[src/rtl/core/mrt_pkg.sv]
// ----------------------------------------------------------------------------
// mrt_pkg: multicast route table shared definitions
// Table depth, command and status codes, and the request and chain types.
// ----------------------------------------------------------------------------
package mrt_pkg;

  // number of route slots, one cell each
  localparam int unsigned TableEntries = 16;

  // command codes
  localparam logic [1:0] CmdUpsert  = 2'd0;
  localparam logic [1:0] CmdSetPrev = 2'd1;
  localparam logic [1:0] CmdRemove  = 2'd2;
  localparam logic [1:0] CmdLookup  = 2'd3;

  // status codes
  localparam logic [1:0] StatusOk       = 2'd0;
  localparam logic [1:0] StatusNotFound = 2'd1;
  localparam logic [1:0] StatusFull     = 2'd2;

  // request broadcast to every cell
  typedef struct packed {
    logic [1:0]  cmd;
    logic [31:0] key;
    logic [31:0] prev_hop;
    logic [7:0]  hops;
  } req_t;

  // flags and hit data passed from cell to cell along the row
  typedef struct packed {
    logic        hit;
    logic        free_seen;
    logic [7:0]  hops;
    logic [31:0] prev_hop;
  } chain_t;

endpackage

[src/rtl/core/mrt_cell.sv]
// ----------------------------------------------------------------------------
// mrt_cell: one route slot of the table row
// Holds one entry, compares it with the request, extends the hit and
// free-slot chain, and applies the command when the execute strobe fires.
// ----------------------------------------------------------------------------
module mrt_cell (
  input  logic            clk_i,
  input  logic            rst_ni,
  input  logic            exec_i,
  input  mrt_pkg::req_t   req_i,
  input  logic            any_hit_i,
  input  mrt_pkg::chain_t chain_i,
  output mrt_pkg::chain_t chain_o
);

  logic        valid_q, valid_d;
  logic [31:0] key_q, key_d;
  logic [31:0] prev_q, prev_d;
  logic [7:0]  hops_q, hops_d;
  logic        match;
  logic        first_free;

  // key compare and chain extension
  assign match      = valid_q && (key_q == req_i.key);
  assign first_free = !valid_q && !chain_i.free_seen;

  always_comb begin
    chain_o.hit       = chain_i.hit | match;
    chain_o.free_seen = chain_i.free_seen | !valid_q;
    chain_o.hops      = chain_i.hops | (match ? hops_q : 8'd0);
    chain_o.prev_hop  = chain_i.prev_hop | (match ? prev_q : 32'd0);
  end

  // command update of this slot
  always_comb begin
    valid_d = valid_q;
    key_d   = key_q;
    prev_d  = prev_q;
    hops_d  = hops_q;
    if (exec_i) begin
      case (req_i.cmd)
        mrt_pkg::CmdUpsert: begin
          if (match) begin
            prev_d = req_i.prev_hop;
            hops_d = req_i.hops;
          end else if (!any_hit_i && first_free) begin
            valid_d = 1'b1;
            key_d   = req_i.key;
            prev_d  = req_i.prev_hop;
            hops_d  = req_i.hops;
          end
        end
        mrt_pkg::CmdSetPrev: begin
          if (match) begin
            prev_d = req_i.prev_hop;
          end
        end
        mrt_pkg::CmdRemove: begin
          if (match) begin
            valid_d = 1'b0;
          end
        end
        default: begin
        end
      endcase
    end
  end

  // valid bit, cleared at reset
  always_ff @(posedge clk_i or negedge rst_ni) begin
    if (!rst_ni) begin
      valid_q <= 1'b0;
    end else begin
      valid_q <= valid_d;
    end
  end

  // entry payload
  always_ff @(posedge clk_i) begin
    key_q  <= key_d;
    prev_q <= prev_d;
    hops_q <= hops_d;
  end

endmodule

[src/rtl/core/multicast_route_table.sv]
// Timing: a command transferred at one edge is held in the request register and
// executed once the result register is free; the result is then registered.
// Flow: one command in flight; no new command is taken until the compare-then-write
// pass through the row of route cells is done while the request register is held.
// Reset: rst_ni clears all slot valid bits and the handshake state; the table
// is empty and ready for a command in the first cycle after reset.
// ----------------------------------------------------------------------------
// multicast_route_table: associative multicast route table
// Upsert, set previous hop, remove and lookup over a row of route cells.
// ----------------------------------------------------------------------------
module multicast_route_table (
  input  logic        clk_i,
  input  logic        rst_ni,
  input  logic        in_valid_i,
  output logic        in_ready_o,
  input  logic [1:0]  command_i,
  input  logic [31:0] group_address_i,
  input  logic [31:0] prev_hop_in_i,
  input  logic [7:0]  hop_in_i,
  output logic        out_valid_o,
  input  logic        out_ready_i,
  output logic [1:0]  status_o,
  output logic [7:0]  hop_out_o,
  output logic [31:0] prev_hop_out_o
);

  logic            busy_q, busy_d;
  logic            out_valid_q, out_valid_d;
  mrt_pkg::req_t   req_q;
  logic [1:0]      status_q, status_d;
  logic [7:0]      hop_q, hop_d;
  logic [31:0]     prev_q, prev_d;
  logic            in_fire;
  logic            exec;
  mrt_pkg::chain_t chain [mrt_pkg::TableEntries+1];
  mrt_pkg::chain_t chain_end;

  // handshake
  assign in_ready_o = !busy_q;
  assign in_fire    = in_valid_i && !busy_q;
  assign exec       = busy_q && (!out_valid_q || out_ready_i);

  // row of route cells
  assign chain[0] = '0;

  for (genvar g = 0; g < mrt_pkg::TableEntries; g++) begin : g_cell
    mrt_cell u_cell (
      .clk_i     (clk_i),
      .rst_ni    (rst_ni),
      .exec_i    (exec),
      .req_i     (req_q),
      .any_hit_i (chain_end.hit),
      .chain_i   (chain[g]),
      .chain_o   (chain[g+1])
    );
  end

  assign chain_end = chain[mrt_pkg::TableEntries];

  // result of the command
  always_comb begin
    status_d = mrt_pkg::StatusOk;
    hop_d    = 8'd0;
    prev_d   = 32'd0;
    case (req_q.cmd)
      mrt_pkg::CmdUpsert: begin
        if (!chain_end.hit && !chain_end.free_seen) begin
          status_d = mrt_pkg::StatusFull;
        end
      end
      mrt_pkg::CmdLookup: begin
        if (chain_end.hit) begin
          hop_d  = chain_end.hops;
          prev_d = chain_end.prev_hop;
        end else begin
          status_d = mrt_pkg::StatusNotFound;
        end
      end
      default: begin
        if (!chain_end.hit) begin
          status_d = mrt_pkg::StatusNotFound;
        end
      end
    endcase
  end

  // control next state
  always_comb begin
    busy_d      = busy_q;
    out_valid_d = out_valid_q;
    if (out_valid_q && out_ready_i) begin
      out_valid_d = 1'b0;
    end
    if (exec) begin
      busy_d      = 1'b0;
      out_valid_d = 1'b1;
    end
    if (in_fire) begin
      busy_d = 1'b1;
    end
  end

  always_ff @(posedge clk_i or negedge rst_ni) begin
    if (!rst_ni) begin
      busy_q      <= 1'b0;
      out_valid_q <= 1'b0;
    end else begin
      busy_q      <= busy_d;
      out_valid_q <= out_valid_d;
    end
  end

  // request capture on input transfer
  always_ff @(posedge clk_i) begin
    if (in_fire) begin
      req_q.cmd      <= command_i;
      req_q.key      <= group_address_i;
      req_q.prev_hop <= prev_hop_in_i;
      req_q.hops     <= hop_in_i;
    end
  end

  // result register
  always_ff @(posedge clk_i) begin
    if (exec) begin
      status_q <= status_d;
      hop_q    <= hop_d;
      prev_q   <= prev_d;
    end
  end

  assign out_valid_o    = out_valid_q;
  assign status_o       = status_q;
  assign hop_out_o      = hop_q;
  assign prev_hop_out_o = prev_q;

endmodule

[config.mk]
export PLATFORM = sky130hd
export DESIGN_NAME = multicast_route_table
export DESIGN_NICKNAME = d
export VERILOG_FILES = /design/src/rtl/core/mrt_pkg.sv /design/src/rtl/core/mrt_cell.sv /design/src/rtl/core/multicast_route_table.sv
export SDC_FILE = /design/constraint.sdc
export NUM_CORES = 1
export LEC_CHECK = 0
export BUFFER_PORTS_ARGS = -buffer_cell sky130_fd_sc_hd__buf_2
export CORE_MARGIN = 4
export CORE_UTILIZATION = 52
export CTS_BUF_LIST = sky130_fd_sc_hd__clkbuf_2 sky130_fd_sc_hd__clkbuf_4 sky130_fd_sc_hd__clkbuf_8
export CTS_CLUSTER_DIAMETER = 50
export DETAILED_ROUTE_END_ITERATION = 10
export GPL_ROUTABILITY_DRIVEN = 0
export PLACE_DENSITY = 0.68
export SLEW_MARGIN = 20
export SYNTH_ARGS = -nofsm -noshare
export SYNTH_HDL_FRONTEND = slang
export SYNTH_SLANG_ARGS = --single-unit
export TNS_END_PERCENT = 20
[constraint.sdc]
create_clock -name clk_i -period 8.3 [get_ports clk_i]
set_clock_uncertainty 0.15 [all_clocks]
set_input_delay 1.66 -clock clk_i [delete_from_list [all_inputs] [get_ports clk_i]]
set_output_delay 1.66 -clock clk_i [all_outputs]
set_load 0.01 [all_outputs]
==> key figures <==
GRT
  • Pin count of the biggest net entering global routing: 45
  • Aggregate global-route resource usage: 24.9%
  • GRT Residual Overflow: 0
  • Antenna violations before repair: 2
  • Wire length of the first global-routing pass: 180000 µm
  • Via count of the first global-routing pass: 27100

Logic synthesis
  • Yosys warns: 0
  • Cell types occupying the most area after synthesis: sky130_fd_sc_hd__edfxtp_1, sky130_fd_sc_hd__xor2_1, sky130_fd_sc_hd__a221oi_1, sky130_fd_sc_hd__a22o_1, sky130_fd_sc_hd__nor4_1
  • Number of standard cells after synthesis: 2711
  • Nets in the synthesized netlist: 2789
  • Flip-flop cell with the highest count after synthesis: sky130_fd_sc_hd__edfxtp_1
  • Average cell area after synthesis: 18.2 µm²
  • Mapped Area: 49400 µm²
  • Synth area leader: sky130_fd_sc_hd__edfxtp_1
  • Register bit count reported by yosys: 1286
  • Part of the Yosys area used for sequential elements: 78.1%
  • Area share of the largest cell type after synthesis: 77.1%
  • Number of synthesized flops with an enable pin: 1268
  • Unique cell type count in the Yosys netlist: 41
  • Share of synthesized flip-flops with an asynchronous set or reset: 1.40%

Worst setup path
  • Maximum fanout along the worst path: 44
  • Number of gates on the worst path with buffers counted: 11
  • Most common cell type on the critical path: sky130_fd_sc_hd__buf_4
  • Critical path capture point type: register
  • Critical-path top delay cell: sky130_fd_sc_hd__or3_2
  • Slowest Stage Delay on Critical Path: 1.01 ns
  • Critical register-to-register path startpoint: req_q[54]
  • CP cell instances: buf_4 -> xor2_1 -> nor4_1 -> nand3_1 -> nor3_4 -> buf_4 -> nor4_2 -> nand2_1 -> or3_2 -> o31ai_4 -> buf_4
  • Reg2reg setup slack: 2.81 ns
  • Capturing instance or port of the critical path: g_cell[10].u_cell.prev_q[11]
  • Arrival time worst endpoint: 5.81 ns
  • CP Launch Type: register
  • Critical path origin: req_q[54]
  • Worst endpoint required time: 8.62 ns
  • Crit Reg-Reg Endpoint: g_cell[10].u_cell.prev_q[11]
  • CP bufs+invs: 3
  • Worst-case reg-to-reg path depth: 11
  • Gate family responsible for the most delay along the worst path: simple AND/OR/NAND/NOR gates
  • Category of the most critical setup path: register to register

Clocking
  • CTS hold repair buffers: 0
  • Resize count post-CTS: 0
  • Clock-pin slew reported for the worst setup and hold paths after clock tree synthesis: 0.06 ns
  • H-tree levels: 4
  • Library cell used as clock root buffer: sky130_fd_sc_hd__clkbuf_8
  • Buffer levels on the longest clock path: 3
  • Clock tree from TritonCTS: done
  • Post-CTS setup buffers: 0
  • CTS buffer count: 197
  • Total clock sinks: 1286
  • Clk Latency, worst-skew pair: 0.88 ns

Cells and area
  • Net count reported at finish: 3053
  • Seq. cell area: 38500 µm²
  • Most frequent standard cell in the layout excluding fill and tap cells: sky130_fd_sc_hd__edfxtp_1
  • Most frequent cells in the layout: sky130_fd_sc_hd__edfxtp_1, sky130_fd_sc_hd__xor2_1, sky130_fd_sc_hd__clkbuf_8
  • Fillers: 6773
  • Share of final-layout standard cells stronger than drive strength 1: 18.6%
  • Multi-input combinational cell area: 10200 µm²
  • Layout Area Growth over Synthesis: 12.5%

Placed design
  • Quantity of I/O buffers inserted on ports: 121
  • Worst Setup Slack post-DPL: 2.93 ns
  • Hpwl dp: 63800 µm

STA
  • Count of final setup violators: 0
  • Peak clock frequency supported by timing: 182 MHz
  • Setup TNS: 0 ns
  • Final hold violations: 0
  • Worst setup margin: 2.81 ns
  • Worst Max-Slew Pin Slew: 1.14 ns
  • Final worst-path cycle share: 66.1%
  • RSZ-0062 raised after global routing: no
  • Final critical-path required period: 5.49 ns
  • Max-slew violation total from the final report: 0
  • Worst rel slew slack: 23.9%

Die
  • Placement Rows: 112
  • Die width: 316 µm
  • Die area: 99900 µm²
  • Core box area: 93700 µm²
  • Initial core utilization: 52.6%
  • Chip height: 316 µm
  • Total I/O pin count: 122

Flow run
  • Max-cap violations: 0

Power
  • Largest vdd supply drop: 177 µV
  • Leak pwr: 18.1 nW
  • Power density over the cells: 257 nW/µm²

Drt
  • Via total after detailed routing: 26800
  • Met2 wirelength from detailed routing: 57700 µm
  • Post-route DRC: 0
  • Met1 layer wirelength in the final routing: 50600 µm
  • Residual antenna-violating net count after detailed routing: 0
  • Final wirelength: 124000 µm
  • Top routing layer in use: met4
  • Average routed wire per standard cell: 28.2 µm
  • Average via count per standard cell: 6.10
  • Detailed-routing iteration count for the pre-antenna-repair pass: 7
  • WL met3: 12700 µm
  • Drt first-iter violations: 3191

Min path
  • Path category of the worst min-delay check: register to register

Status
  • Run status: completed
[synthesized netlist by cell type, types with 11 or more instances]
cell,n
sky130_fd_sc_hd__a221oi_1,120
sky130_fd_sc_hd__a22o_1,120
sky130_fd_sc_hd__a22oi_1,81
sky130_fd_sc_hd__a31oi_1,40
sky130_fd_sc_hd__and3_1,42
sky130_fd_sc_hd__buf_2,23
sky130_fd_sc_hd__buf_4,44
sky130_fd_sc_hd__buf_6,29
sky130_fd_sc_hd__clkbuf_1,50
sky130_fd_sc_hd__dfrtp_1,18
sky130_fd_sc_hd__edfxtp_1,1268
sky130_fd_sc_hd__nand2_1,69
sky130_fd_sc_hd__nand3_1,31
sky130_fd_sc_hd__nand4_1,21
sky130_fd_sc_hd__nor2_1,14
sky130_fd_sc_hd__nor3_1,22
sky130_fd_sc_hd__nor3_2,11
sky130_fd_sc_hd__nor4_1,111
sky130_fd_sc_hd__o21ai_0,12
sky130_fd_sc_hd__o21ai_1,17
sky130_fd_sc_hd__xnor2_1,34
sky130_fd_sc_hd__xor2_1,477
[worst min-delay path: stages (launching register included)]
cell and delay (ns):
sky130_fd_sc_hd__dfrtp_1 0.39, sky130_fd_sc_hd__nand2_1 0.07, sky130_fd_sc_hd__o31ai_1 0.06
[flip-flops by register name, summed over array words and instances (netlist names)]
name / flops
g_cell.u_cell.key_q: 512
g_cell.u_cell.prev_q: 512
g_cell.u_cell.hops_q: 128
req_q: 74
prev_hop_out_o: 32
g_cell.u_cell.valid_q: 16
hop_out_o: 8
status_o: 2
busy_q: 1
out_valid_o: 1
[layout make-up]
type | instances | area share [%]
clock buffers | 252 | 5.63
flip-flops and latches | 1286 | 69.4
inverters | 7 | 0.0473
diodes | 2 | 0.00901
well taps | 1254 | 2.83
multi-input cells | 1271 | 18.3
repair buffers | 212 | 2.40
clock inverters | 109 | 1.41
[how the worst min path moves through the flow]
| stage | to | from | depth (start not counted) |
|---|---|---|---|
| 5_1_grt | g_cell[14].u_cell.valid_q | g_cell[14].u_cell.valid_q | 2 |
| 6_report | g_cell[14].u_cell.valid_q | g_cell[14].u_cell.valid_q | 2 |
| 3_5_place_dp | out_valid_o | out_valid_o | 2 |
| 4_1_cts | out_valid_o | out_valid_o | 2 |
| 2_1_floorplan | g_cell[4].u_cell.valid_q | g_cell[4].u_cell.valid_q | 2 |
| 3_3_place_gp | out_valid_o | out_valid_o | 2 |
[report_power, final]
part	total [mW]	switching, mW	internal, mW
Clock	5.16	2.42	2.74
Combinational	1.23	0.903	0.327
Sequential	7.90	0.271	7.63
[metrics by stage]
stage,std cells,utilization [%],hold slack [ns],total power [mW],instance area (µm²)
after floorplan,2711,-,0.329,8.67,49400
after global placement,4029,55.0,0.337,9.21,51600
after detailed placement,4030,55.1,0.379,9.26,51600
after CTS,4391,59.2,0.396,14.4,55500
after global routing,4392,59.2,0.433,14.8,55500
final,4393,59.2,0.407,14.3,55500
[logic make-up (layout without fill, tap and decap cells)]
logic type | count (synthesis) | after routing | share of synthesized area, %
other cells | 0 | 2 | 0
compound gates | 411 | 411 | 6.66
xor+xnor | 511 | 511 | 9.07
simple gates | 349 | 349 | 4.20
flops | 1286 | 1286 | 78.1
buf+inv | 154 | 580 | 2.01
[routing by layer]
| layer | up-vias | track usage (%) |
|---|---|---|
| li1 | 11300 | - |
| met1 | 13700 | 35.8 |
| met4 | 0 | 7.35 |
| met3 | 234 | 5.32 |
| met5 | - | 0 |
| met2 | 1554 | 38.8 |
Power figures use the tool's default switching activity.
